## config.mk

```make
export PLATFORM = sky130hd
export DESIGN_NAME = multichannel_biquad_df2
export DESIGN_NICKNAME = d
export VERILOG_FILES = /design/src/hw/rtl/mcbq_pkg.sv /design/src/hw/rtl/mcbq_regs.sv /design/src/hw/rtl/mcbq_ctrl.sv /design/src/hw/rtl/mcbq_dp.sv /design/src/hw/rtl/multichannel_biquad_df2.sv
export SDC_FILE = /design/constraint.sdc
export NUM_CORES = 2
export LEC_CHECK = 0
export ABC_AREA = 1
export BUFFER_PORTS_ARGS = -buffer_cell sky130_fd_sc_hd__buf_2
export CORE_MARGIN = 4
export CORE_UTILIZATION = 35
export CTS_BUF_LIST = sky130_fd_sc_hd__clkbuf_8
export DETAILED_ROUTE_END_ITERATION = 10
export MAX_ROUTING_LAYER = met4
export PLACE_DENSITY = 0.55
export SLEW_MARGIN = 15
export SYNTH_ARGS = -nofsm -noshare
export SYNTH_HDL_FRONTEND = slang
export SYNTH_SLANG_ARGS = --single-unit
export TNS_END_PERCENT = 30
```

## constraint.sdc

```tcl
create_clock -name clk -period 10.5 [get_ports clk]
set_clock_uncertainty 0.1 [all_clocks]
set_input_delay 2.1 -clock clk [delete_from_list [all_inputs] [get_ports clk]]
set_output_delay 2.1 -clock clk [all_outputs]
set_load 0.005 [all_outputs]
```

## src/hw/rtl/mcbq_pkg.sv

```systemverilog
`default_nettype none

package mcbq_pkg;

  localparam int COEF_W   = 32;
  localparam int SAMPLE_W = 24;
  localparam int DELAY_W  = 40;
  localparam int CHAN_W   = 3;
  localparam int ACTIVE_W = 4;
  localparam int ADDR_W   = 5;
  localparam int DATA_W   = 32;

  localparam logic [2:0] REG_B0     = 3'd0;
  localparam logic [2:0] REG_B1     = 3'd1;
  localparam logic [2:0] REG_B2     = 3'd2;
  localparam logic [2:0] REG_A1     = 3'd3;
  localparam logic [2:0] REG_A2     = 3'd4;
  localparam logic [2:0] REG_ACTIVE = 3'd5;

  localparam logic [COEF_W-1:0] RESET_B0 = 32'h4000_0000;

  localparam logic CMD_FILTER = 1'b0;
  localparam logic CMD_CLEAR  = 1'b1;

  typedef struct packed {
    logic                       command;
    logic [CHAN_W-1:0]          channel;
    logic signed [SAMPLE_W-1:0] sample_in;
  } in_item_t;

  typedef struct packed {
    logic [CHAN_W-1:0]          channel_out;
    logic signed [SAMPLE_W-1:0] sample_out;
  } out_item_t;

  typedef struct packed {
    logic signed [COEF_W-1:0] b0;
    logic signed [COEF_W-1:0] b1;
    logic signed [COEF_W-1:0] b2;
    logic signed [COEF_W-1:0] a1;
    logic signed [COEF_W-1:0] a2;
    logic [ACTIVE_W-1:0]      active;
  } cfg_t;

  typedef enum logic [2:0] {
    COEF_B0,
    COEF_B1,
    COEF_B2,
    COEF_A1,
    COEF_A2
  } coef_sel_t;

  typedef enum logic [1:0] {
    SRC_W1,
    SRC_W2,
    SRC_W
  } src_sel_t;

  typedef struct packed {
    logic      accept;
    logic      clear;
    coef_sel_t coef_sel;
    src_sel_t  src_sel;
    logic      mul_hi;
    logic      t_load;
    logic      t_add;
    logic      sw_sub;
    logic      w_latch;
    logic      sy_load;
    logic      sy_add;
    logic      out_load;
    logic      out_pass;
    logic      mem_write;
  } dp_cmd_t;

  typedef struct packed {
    logic is_clear;
    logic is_pass;
  } dp_stat_t;

endpackage

`default_nettype wire

```

## src/hw/rtl/mcbq_regs.sv

```systemverilog
`default_nettype none

module mcbq_regs (
  input  wire logic                          clk,
  input  wire logic                          rst,
  input  wire logic                          psel,
  input  wire logic                          penable,
  input  wire logic                          pwrite,
  input  wire logic [mcbq_pkg::ADDR_W-1:0]   paddr,
  input  wire logic [mcbq_pkg::DATA_W-1:0]   pwdata,
  output logic      [mcbq_pkg::DATA_W-1:0]   prdata,
  output logic                               pready,
  output mcbq_pkg::cfg_t                     cfg
);
  import mcbq_pkg::*;

  logic [2:0] index;
  logic       wr_en;

  assign index  = paddr[4:2];
  assign wr_en  = psel && penable && pwrite;
  assign pready = 1'b1;

  always_ff @(posedge clk) begin
    if (rst) begin
      cfg.b0     <= RESET_B0;
      cfg.b1     <= '0;
      cfg.b2     <= '0;
      cfg.a1     <= '0;
      cfg.a2     <= '0;
      cfg.active <= '0;
    end else if (wr_en) begin
      case (index)
        REG_B0:     cfg.b0     <= pwdata;
        REG_B1:     cfg.b1     <= pwdata;
        REG_B2:     cfg.b2     <= pwdata;
        REG_A1:     cfg.a1     <= pwdata;
        REG_A2:     cfg.a2     <= pwdata;
        REG_ACTIVE: cfg.active <= pwdata[ACTIVE_W-1:0];
        default: ;
      endcase
    end
  end

  always_comb begin
    case (index)
      REG_B0:     prdata = cfg.b0;
      REG_B1:     prdata = cfg.b1;
      REG_B2:     prdata = cfg.b2;
      REG_A1:     prdata = cfg.a1;
      REG_A2:     prdata = cfg.a2;
      REG_ACTIVE: prdata = {{(DATA_W-ACTIVE_W){1'b0}}, cfg.active};
      default:    prdata = '0;
    endcase
  end

endmodule

`default_nettype wire

```

## src/hw/rtl/mcbq_ctrl.sv

```systemverilog
`default_nettype none

module mcbq_ctrl (
  input  wire logic                clk,
  input  wire logic                rst,
  input  wire logic                in_valid,
  output logic                     in_ready,
  output logic                     out_valid,
  input  wire logic                out_ready,
  input  wire mcbq_pkg::dp_stat_t  stat,
  output mcbq_pkg::dp_cmd_t        cmd
);
  import mcbq_pkg::*;

  typedef enum logic [13:0] {
    ST_IDLE   = 14'h0001,
    ST_A1_LO  = 14'h0002,
    ST_A1_HI  = 14'h0004,
    ST_A2_LO  = 14'h0008,
    ST_A2_HI  = 14'h0010,
    ST_B1_LO  = 14'h0020,
    ST_B1_HI  = 14'h0040,
    ST_B2_LO  = 14'h0080,
    ST_B2_HI  = 14'h0100,
    ST_B0_LO  = 14'h0200,
    ST_B0_HI  = 14'h0400,
    ST_B0_ACC = 14'h0800,
    ST_B0_RND = 14'h1000,
    ST_DONE   = 14'h2000
  } state_t;

  state_t state;
  state_t state_next;
  logic   pass;
  logic   accept;
  logic   out_free;

  assign in_ready = (state == ST_IDLE);
  assign accept   = in_ready && in_valid;
  assign out_free = !out_valid || out_ready;

  always_comb begin
    state_next = state;
    cmd        = '0;
    case (state)
      ST_IDLE: begin
        cmd.accept = accept;
        cmd.clear  = accept && stat.is_clear;
        if (accept && !stat.is_clear) begin
          state_next = stat.is_pass ? ST_DONE : ST_A1_LO;
        end
      end
      ST_A1_LO: begin
        cmd.coef_sel = COEF_A1;
        cmd.src_sel  = SRC_W1;
        state_next   = ST_A1_HI;
      end
      ST_A1_HI: begin
        cmd.coef_sel = COEF_A1;
        cmd.src_sel  = SRC_W1;
        cmd.mul_hi   = 1'b1;
        cmd.t_load   = 1'b1;
        state_next   = ST_A2_LO;
      end
      ST_A2_LO: begin
        cmd.coef_sel = COEF_A2;
        cmd.src_sel  = SRC_W2;
        cmd.t_add    = 1'b1;
        state_next   = ST_A2_HI;
      end
      ST_A2_HI: begin
        cmd.coef_sel = COEF_A2;
        cmd.src_sel  = SRC_W2;
        cmd.mul_hi   = 1'b1;
        cmd.t_load   = 1'b1;
        cmd.sw_sub   = 1'b1;
        state_next   = ST_B1_LO;
      end
      ST_B1_LO: begin
        cmd.coef_sel = COEF_B1;
        cmd.src_sel  = SRC_W1;
        cmd.t_add    = 1'b1;
        state_next   = ST_B1_HI;
      end
      ST_B1_HI: begin
        cmd.coef_sel = COEF_B1;
        cmd.src_sel  = SRC_W1;
        cmd.mul_hi   = 1'b1;
        cmd.t_load   = 1'b1;
        cmd.sw_sub   = 1'b1;
        state_next   = ST_B2_LO;
      end
      ST_B2_LO: begin
        cmd.coef_sel = COEF_B2;
        cmd.src_sel  = SRC_W2;
        cmd.t_add    = 1'b1;
        cmd.w_latch  = 1'b1;
        state_next   = ST_B2_HI;
      end
      ST_B2_HI: begin
        cmd.coef_sel = COEF_B2;
        cmd.src_sel  = SRC_W2;
        cmd.mul_hi   = 1'b1;
        cmd.t_load   = 1'b1;
        cmd.sy_load  = 1'b1;
        state_next   = ST_B0_LO;
      end
      ST_B0_LO: begin
        cmd.coef_sel = COEF_B0;
        cmd.src_sel  = SRC_W;
        cmd.t_add    = 1'b1;
        state_next   = ST_B0_HI;
      end
      ST_B0_HI: begin
        cmd.coef_sel = COEF_B0;
        cmd.src_sel  = SRC_W;
        cmd.mul_hi   = 1'b1;
        cmd.t_load   = 1'b1;
        cmd.sy_add   = 1'b1;
        state_next   = ST_B0_ACC;
      end
      ST_B0_ACC: begin
        cmd.t_add  = 1'b1;
        state_next = ST_B0_RND;
      end
      ST_B0_RND: begin
        cmd.sy_add = 1'b1;
        state_next = ST_DONE;
      end
      ST_DONE: begin
        if (out_free) begin
          cmd.out_load  = 1'b1;
          cmd.out_pass  = pass;
          cmd.mem_write = !pass;
          state_next    = ST_IDLE;
        end
      end
      default: begin
        state_next = ST_IDLE;
      end
    endcase
  end

  always_ff @(posedge clk) begin
    if (rst) begin
      state     <= ST_IDLE;
      pass      <= 1'b0;
      out_valid <= 1'b0;
    end else begin
      state <= state_next;
      if (accept) begin
        pass <= stat.is_pass;
      end
      if (cmd.out_load) begin
        out_valid <= 1'b1;
      end else if (out_ready) begin
        out_valid <= 1'b0;
      end
    end
  end

endmodule

`default_nettype wire

```

## src/hw/rtl/mcbq_dp.sv

```systemverilog
`default_nettype none

module mcbq_dp #(
  parameter int CHANNELS = 8
) (
  input  wire logic                clk,
  input  wire logic                rst,
  input  wire mcbq_pkg::cfg_t      cfg,
  input  wire mcbq_pkg::in_item_t  in_item,
  input  wire mcbq_pkg::dp_cmd_t   cmd,
  output mcbq_pkg::dp_stat_t       stat,
  output mcbq_pkg::out_item_t      out_item
);
  import mcbq_pkg::*;

  localparam int CHAN_SPAN = 2 ** CHAN_W;
  localparam int DEPTH     = (CHANNELS < CHAN_SPAN) ? CHANNELS : CHAN_SPAN;
  localparam int IDX_W     = (DEPTH > 1) ? $clog2(DEPTH) : 1;
  localparam int OP_W      = 21;
  localparam int PROD_W    = COEF_W + OP_W;
  localparam int ACC_W     = 72;
  localparam int SUM_W     = 46;
  localparam int TERM_W    = ACC_W - 30;
  localparam int WORD_W    = 2 * DELAY_W;
  localparam logic [6:0]       CH_LIMIT = 7'(CHANNELS);
  localparam logic [ACC_W-1:0] RND_HALF = ACC_W'(1) << 29;

  function automatic logic [DELAY_W-1:0] sat_delay(input logic [SUM_W-1:0] v);
    logic pos_ovf;
    logic neg_ovf;
    pos_ovf = !v[SUM_W-1] && (v[SUM_W-2:DELAY_W-1] != '0);
    neg_ovf = v[SUM_W-1] && (v[SUM_W-2:DELAY_W-1] != '1);
    if (pos_ovf) begin
      return {1'b0, {(DELAY_W-1){1'b1}}};
    end else if (neg_ovf) begin
      return {1'b1, {(DELAY_W-1){1'b0}}};
    end
    return v[DELAY_W-1:0];
  endfunction

  function automatic logic [SAMPLE_W-1:0] sat_sample(input logic [SUM_W-1:0] v);
    logic pos_ovf;
    logic neg_ovf;
    pos_ovf = !v[SUM_W-1] && (v[SUM_W-2:SAMPLE_W-1] != '0);
    neg_ovf = v[SUM_W-1] && (v[SUM_W-2:SAMPLE_W-1] != '1);
    if (pos_ovf) begin
      return {1'b0, {(SAMPLE_W-1){1'b1}}};
    end else if (neg_ovf) begin
      return {1'b1, {(SAMPLE_W-1){1'b0}}};
    end
    return v[SAMPLE_W-1:0];
  endfunction

  logic [WORD_W-1:0]          mem [DEPTH];
  logic [DEPTH-1:0]           vld;
  logic [WORD_W-1:0]          rd_word;
  logic                       rd_vld;
  logic [CHAN_W-1:0]          ch_q;
  logic [SAMPLE_W-1:0]        x_q;
  logic signed [PROD_W-1:0]   prod;
  logic [ACC_W-1:0]           acc;
  logic [SUM_W-1:0]           sum_w;
  logic [SUM_W-1:0]           sum_y;
  logic [DELAY_W-1:0]         w_q;

  logic [IDX_W-1:0]           in_idx;
  logic [IDX_W-1:0]           wr_idx;
  logic [DELAY_W-1:0]         w1;
  logic [DELAY_W-1:0]         w2;
  logic [DELAY_W-1:0]         src;
  logic signed [COEF_W-1:0]   coef_m;
  logic signed [OP_W-1:0]     op_m;
  logic [ACC_W-1:0]           acc_rnd;
  logic [SUM_W-1:0]           term;

  assign in_idx = in_item.channel[IDX_W-1:0];
  assign wr_idx = ch_q[IDX_W-1:0];
  assign w1     = rd_vld ? rd_word[WORD_W-1:DELAY_W] : '0;
  assign w2     = rd_vld ? rd_word[DELAY_W-1:0] : '0;

  assign stat.is_clear = (in_item.command == CMD_CLEAR);
  assign stat.is_pass  = !(({1'b0, in_item.channel} < cfg.active) &&
                           ({4'd0, in_item.channel} < CH_LIMIT));

  always_comb begin
    case (cmd.coef_sel)
      COEF_B0: coef_m = cfg.b0;
      COEF_B1: coef_m = cfg.b1;
      COEF_B2: coef_m = cfg.b2;
      COEF_A1: coef_m = cfg.a1;
      COEF_A2: coef_m = cfg.a2;
      default: coef_m = '0;
    endcase
    case (cmd.src_sel)
      SRC_W1:  src = w1;
      SRC_W2:  src = w2;
      SRC_W:   src = w_q;
      default: src = '0;
    endcase
    if (cmd.mul_hi) begin
      op_m = {src[DELAY_W-1], src[DELAY_W-1:20]};
    end else begin
      op_m = {1'b0, src[19:0]};
    end
  end

  assign acc_rnd = acc + RND_HALF;
  assign term    = {{(SUM_W-TERM_W){acc_rnd[ACC_W-1]}}, acc_rnd[ACC_W-1:30]};

  always_ff @(posedge clk) begin
    if (cmd.accept) begin
      rd_word <= mem[in_idx];
    end
    if (cmd.mem_write) begin
      mem[wr_idx] <= {w_q, w1};
    end
  end

  always_ff @(posedge clk) begin
    if (rst || cmd.clear) begin
      vld <= '0;
    end else if (cmd.mem_write) begin
      vld[wr_idx] <= 1'b1;
    end
  end

  always_ff @(posedge clk) begin
    if (cmd.accept) begin
      rd_vld <= vld[in_idx];
      ch_q   <= in_item.channel;
      x_q    <= in_item.sample_in;
      sum_w  <= {{(SUM_W-SAMPLE_W){in_item.sample_in[SAMPLE_W-1]}}, in_item.sample_in};
    end else if (cmd.sw_sub) begin
      sum_w <= sum_w - term;
    end
    prod <= coef_m * op_m;
    if (cmd.t_load) begin
      acc <= {{(ACC_W-PROD_W){prod[PROD_W-1]}}, prod};
    end else if (cmd.t_add) begin
      acc <= acc + {prod[ACC_W-21:0], 20'd0};
    end
    if (cmd.w_latch) begin
      w_q <= sat_delay(sum_w);
    end
    if (cmd.sy_load) begin
      sum_y <= term;
    end else if (cmd.sy_add) begin
      sum_y <= sum_y + term;
    end
    if (cmd.out_load) begin
      out_item.channel_out <= ch_q;
      out_item.sample_out  <= cmd.out_pass ? x_q : sat_sample(sum_y);
    end
  end

endmodule

`default_nettype wire

```

## src/hw/rtl/multichannel_biquad_df2.sv

```systemverilog
// A filtered sample is accepted and its result is valid once the single shared 32 x 21 bit
// multiplier has made two passes for each of the five coefficient products and the sum is rounded;
// no new sample is taken until that result is loaded into the output, which waits on out_ready.
// A pass-through sample skips the multiplier passes; a clear resets the valid bits and gives no output.
// Synchronous reset loads the reset coefficients and zeroes every delay word at once through
// per-channel valid bits, so no clearing pass follows reset.
`default_nettype none

module multichannel_biquad_df2 #(
  parameter int CHANNELS = 8
) (
  input  wire logic                          clk,
  input  wire logic                          rst,
  input  wire logic                          in_valid,
  output logic                               in_ready,
  input  wire mcbq_pkg::in_item_t            in_item,
  output logic                               out_valid,
  input  wire logic                          out_ready,
  output mcbq_pkg::out_item_t                out_item,
  input  wire logic                          psel,
  input  wire logic                          penable,
  input  wire logic                          pwrite,
  input  wire logic [mcbq_pkg::ADDR_W-1:0]   paddr,
  input  wire logic [mcbq_pkg::DATA_W-1:0]   pwdata,
  output logic      [mcbq_pkg::DATA_W-1:0]   prdata,
  output logic                               pready
);
  import mcbq_pkg::*;

  cfg_t     cfg;
  dp_cmd_t  cmd;
  dp_stat_t stat;

  mcbq_regs u_regs (
    .clk     (clk),
    .rst     (rst),
    .psel    (psel),
    .penable (penable),
    .pwrite  (pwrite),
    .paddr   (paddr),
    .pwdata  (pwdata),
    .prdata  (prdata),
    .pready  (pready),
    .cfg     (cfg)
  );

  mcbq_ctrl u_ctrl (
    .clk       (clk),
    .rst       (rst),
    .in_valid  (in_valid),
    .in_ready  (in_ready),
    .out_valid (out_valid),
    .out_ready (out_ready),
    .stat      (stat),
    .cmd       (cmd)
  );

  mcbq_dp #(
    .CHANNELS (CHANNELS)
  ) u_dp (
    .clk      (clk),
    .rst      (rst),
    .cfg      (cfg),
    .in_item  (in_item),
    .cmd      (cmd),
    .stat     (stat),
    .out_item (out_item)
  );

endmodule

`default_nettype wire
```

==> impl_metrics.csv <==
group,metric,value,unit
sta,fmax,104.6,MHz
cells_and_area,syn_to_final_growth,10.35,%
cells_and_area,fillCellCount,24669,
logic_synthesis,synthCells,9962,
clock_network,cts_sinks,1200,
clock_network,htree_levels,4,
worst_setup_path,crit_path_frequent_cell,"fa_1",
place,portBuffers,130,
global_routing,grt-ovfl-total,0,
clock_network,cts_tree,"yes",
floorplanning,dieArea,250700,um2
detailed_routing,drt_iter0_drc,6443,
floorplanning,coreArea,241000,um2
global_routing,grt_pass1_vias,70310,
sta,max_slew_margin,20.36,%
worst_setup_path,regToRegSetupSlack,0.94,ns
floorplanning,initial_core_util,35.25,%
worst_setup_path,worst_setup_path_start_kind,"flip-flop",
worst_setup_path,cp-end-kind,"flip-flop",
cells_and_area,fin_nets,11115,
min_path,min-delay-start,"u_dp.ch_q[0]",
worst_setup_path,cp_slowest_cell,"fa_1",
place,post-place-ws,1.199,ns
clock_network,ctsHoldBuffers,0,
logic_synthesis,synth.area.top_cells,"edfxtp_1 34%, fa_1 16%, nand2_1 7.5%, inv_1 7.3%, nor2_1 6.7%",
clock_network,path_clk_slew,0.06,ns
floorplanning,fp.dieW,500.7,um
logic_synthesis,ys_seq_area_share,39.58,%
logic_synthesis,synth_largest_area_cell,"edfxtp_1",
clock_network,cts_buffers,208,
sta,finalHoldViolCount,0,
global_routing,grt_busiest_layer,"met2",
logic_synthesis,avgSynthCellArea,8.528,um2
worst_setup_path,cpPeakStageDelay,0.58,ns
global_routing,grt_pass1_wl,448200,um
global_routing,antenna_found_initial,10,
pwr,total_power,0.01268,W
cells_and_area,layout_commonest_cell,"inv_1",
sta,finalCritPeriodShare,91.08,%
clock_network,root_buffer,"clkbuf_8",
global_routing,met1_usage,33.20,%
pwr,p_leak,41.03,nW
clock_network,post_cts_buffers,0,
logic_synthesis,synth.yosys.warnings,0,
worst_setup_path,worstPathRequired,11.22,ns
worst_setup_path,worstPathMaxFanout,41,
min_path,worstHoldPathType,"reg -> reg",
detailed_routing,vias,70331,
global_routing,met2_usage,37.51,%
cells_and_area,final_cell_mix,"1,707 x inv_1, 1,688 x nand2_1, 1,504 x nor2_1",
logic_synthesis,synthFlopType,"edfxtp_1",
sta,rsz0062_at_grt,"false",
logic_synthesis,yosysUniqueCellTypes,56,
detailed_routing,avgRoutedWirePerCell,22.16,um
min_path,min_to,"u_dp.out_item[24]",
detailed_routing,ant_nets,0,
min_path,holdPathStages,0,
global_routing,grt_max_degree,179,
logic_synthesis,syn_nets,10982,
detailed_routing,viasPerCell,5.225,
detailed_routing,drc,0,
logic_synthesis,async_flop_share,0,%
sta,setup_viol,0,
sta,fin_ws,0.9364,ns
global_routing,grtUsageMet3,3.643,%
sta,finalMaxSlewViolations,0,
logic_synthesis,synth-edff-count,959,
sta,period_minus_slack,9.564,ns
worst_setup_path,critPathKind,"reg -> reg",
floorplanning,die_height,500.7,um
sta,tightest_slew,1.192,ns
detailed_routing,routed_wl,298300,um
clock_network,clock_path_buffers,3,
worst_setup_path,arrival,10.28,ns
sta,setup_tns,0,ns
worst_setup_path,reg2regPathDepth,31,
cells_and_area,drive_above_1_share,6.849,%
detailed_routing,drt_pre_antenna_iters,6,
cells_and_area,seqCellArea,33620,um2
cells_and_area,multi_input_area,43430,um2
logic_synthesis,syn_area,84960,um2
clock_network,insertion_delay,1.01,ns
floorplanning,row_count,180,
worst_setup_path,rr_endpoint,"u_dp.prod[49]",
status,status,"finished, final reports clean",
logic_synthesis,synth_top_area_share,33.90,%
clock_network,cts.repair.resized,0,
cells_and_area,final_area,93750,um2
job,maxCapViolations,0,
pwr,powerDensity,135.2,nW/um2
floorplanning,num_io_pins,134,
place,dpl_cell_area,89480,um2
place,place.gp.congestion,0.9463,
worst_setup_path,r2r-start,"u_ctrl.state[5]",
place,place_hpwl,219400,um
global_routing,grtUsageTotal,24.19,%
pwr,ir_drop,0.00009640,V
logic_synthesis,ys_seq_elements,1200,
## worst max-delay path, delay by kind of cell (launching register included)
family / cells / cell delay, ns
compound gates: 1 / 0.54
flops: 1 / 0.37
simple gates: 14 / 2.97
buf+inv: 8 / 1.47
fa+ha+maj: 8 / 3.94
## power by group
part	switching [W]	internal [W]
Sequential	0.000203	0.00545
Clock	0.00209	0.00227
Combinational	0.00190	0.000768
## state kept, by name, indices dropped and copies added (netlist names), 40 cells and up
name	cells
u_dp.prod	53
u_dp.rd_word	80
u_regs.cfg	164
u_dp.mem	640
u_dp.w_q	40
u_dp.sum_w	46
u_dp.acc	52
u_dp.sum_y	46
## layer usage
layer  share of wire (%)  up-vias
met4                 2.5        0
met2                  46     2606
met1                  45    34729
met5                   0        -
met3                 6.9      481
li1                    -    32515
## kinds of logic after synthesis
logic type | Yosys count | share of synthesized area (%)
other cells | 1 | 0.004414
compound gates | 1443 | 9.268
xor+xnor | 110 | 1.134
flops | 1200 | 39.58
buf+inv | 2050 | 9.460
fa+ha+maj | 948 | 19.90
simple gates | 4210 | 20.66
## cell usage after synthesis, types with 60 or more instances
library cell,number
a21oi_1,355
a31oi_1,87
buf_2,103
clkbuf_1,218
dfxtp_1,241
edfxtp_1,959
fa_1,672
ha_1,276
inv_1,1643
nand2_1,1689
nand3_1,739
nand4_1,93
nor2_1,1517
o21ai_0,760
o22ai_1,107
xor2_1,60
## final cells by class
| cell class | instances | area share (%) |
|---|---|---|
| Clock buffer | 224 | 3.288 |
| Multi-Input combinational cell | 6712 | 46.33 |
| Tap cell | 3185 | 4.251 |
| Clock inverter | 156 | 1.239 |
| Sequential cell | 1200 | 35.86 |
| Inverter | 1663 | 6.690 |
| Timing Repair Buffer | 310 | 2.313 |
| Antenna cell | 11 | 0.02936 |
## metrics by stage
| stage | hold slack, ns | util, % | instances |
|---|---|---|---|
| floorplan | 0.3264 | - | 9962 |
| global placement | 0.3334 | 37.12 | 13069 |
| detailed placement | 0.3441 | 37.13 | 13070 |
| CTS | 0.3597 | 38.89 | 13450 |
| global route | 0.3679 | 38.90 | 13457 |
| finish | 0.3540 | 38.90 | 13461 |
## worst max path at each step
stage | from | end | slack [ns] | depth (start not counted)
global route | u_ctrl.state[5] | u_dp.prod[49] | 0.67 | 31
floorplan | out_ready | u_dp.mem[0][0] | 2.65 | 4
global placement | u_ctrl.state[1] | u_dp.prod[49] | 1.21 | 31
CTS | u_ctrl.state[5] | u_dp.prod[49] | 1.11 | 31
finish | u_ctrl.state[5] | u_dp.prod[49] | 0.94 | 31
detailed placement | u_ctrl.state[5] | u_dp.prod[49] | 1.20 | 31
No activity file was read; power rests on OpenSTA's default activity.
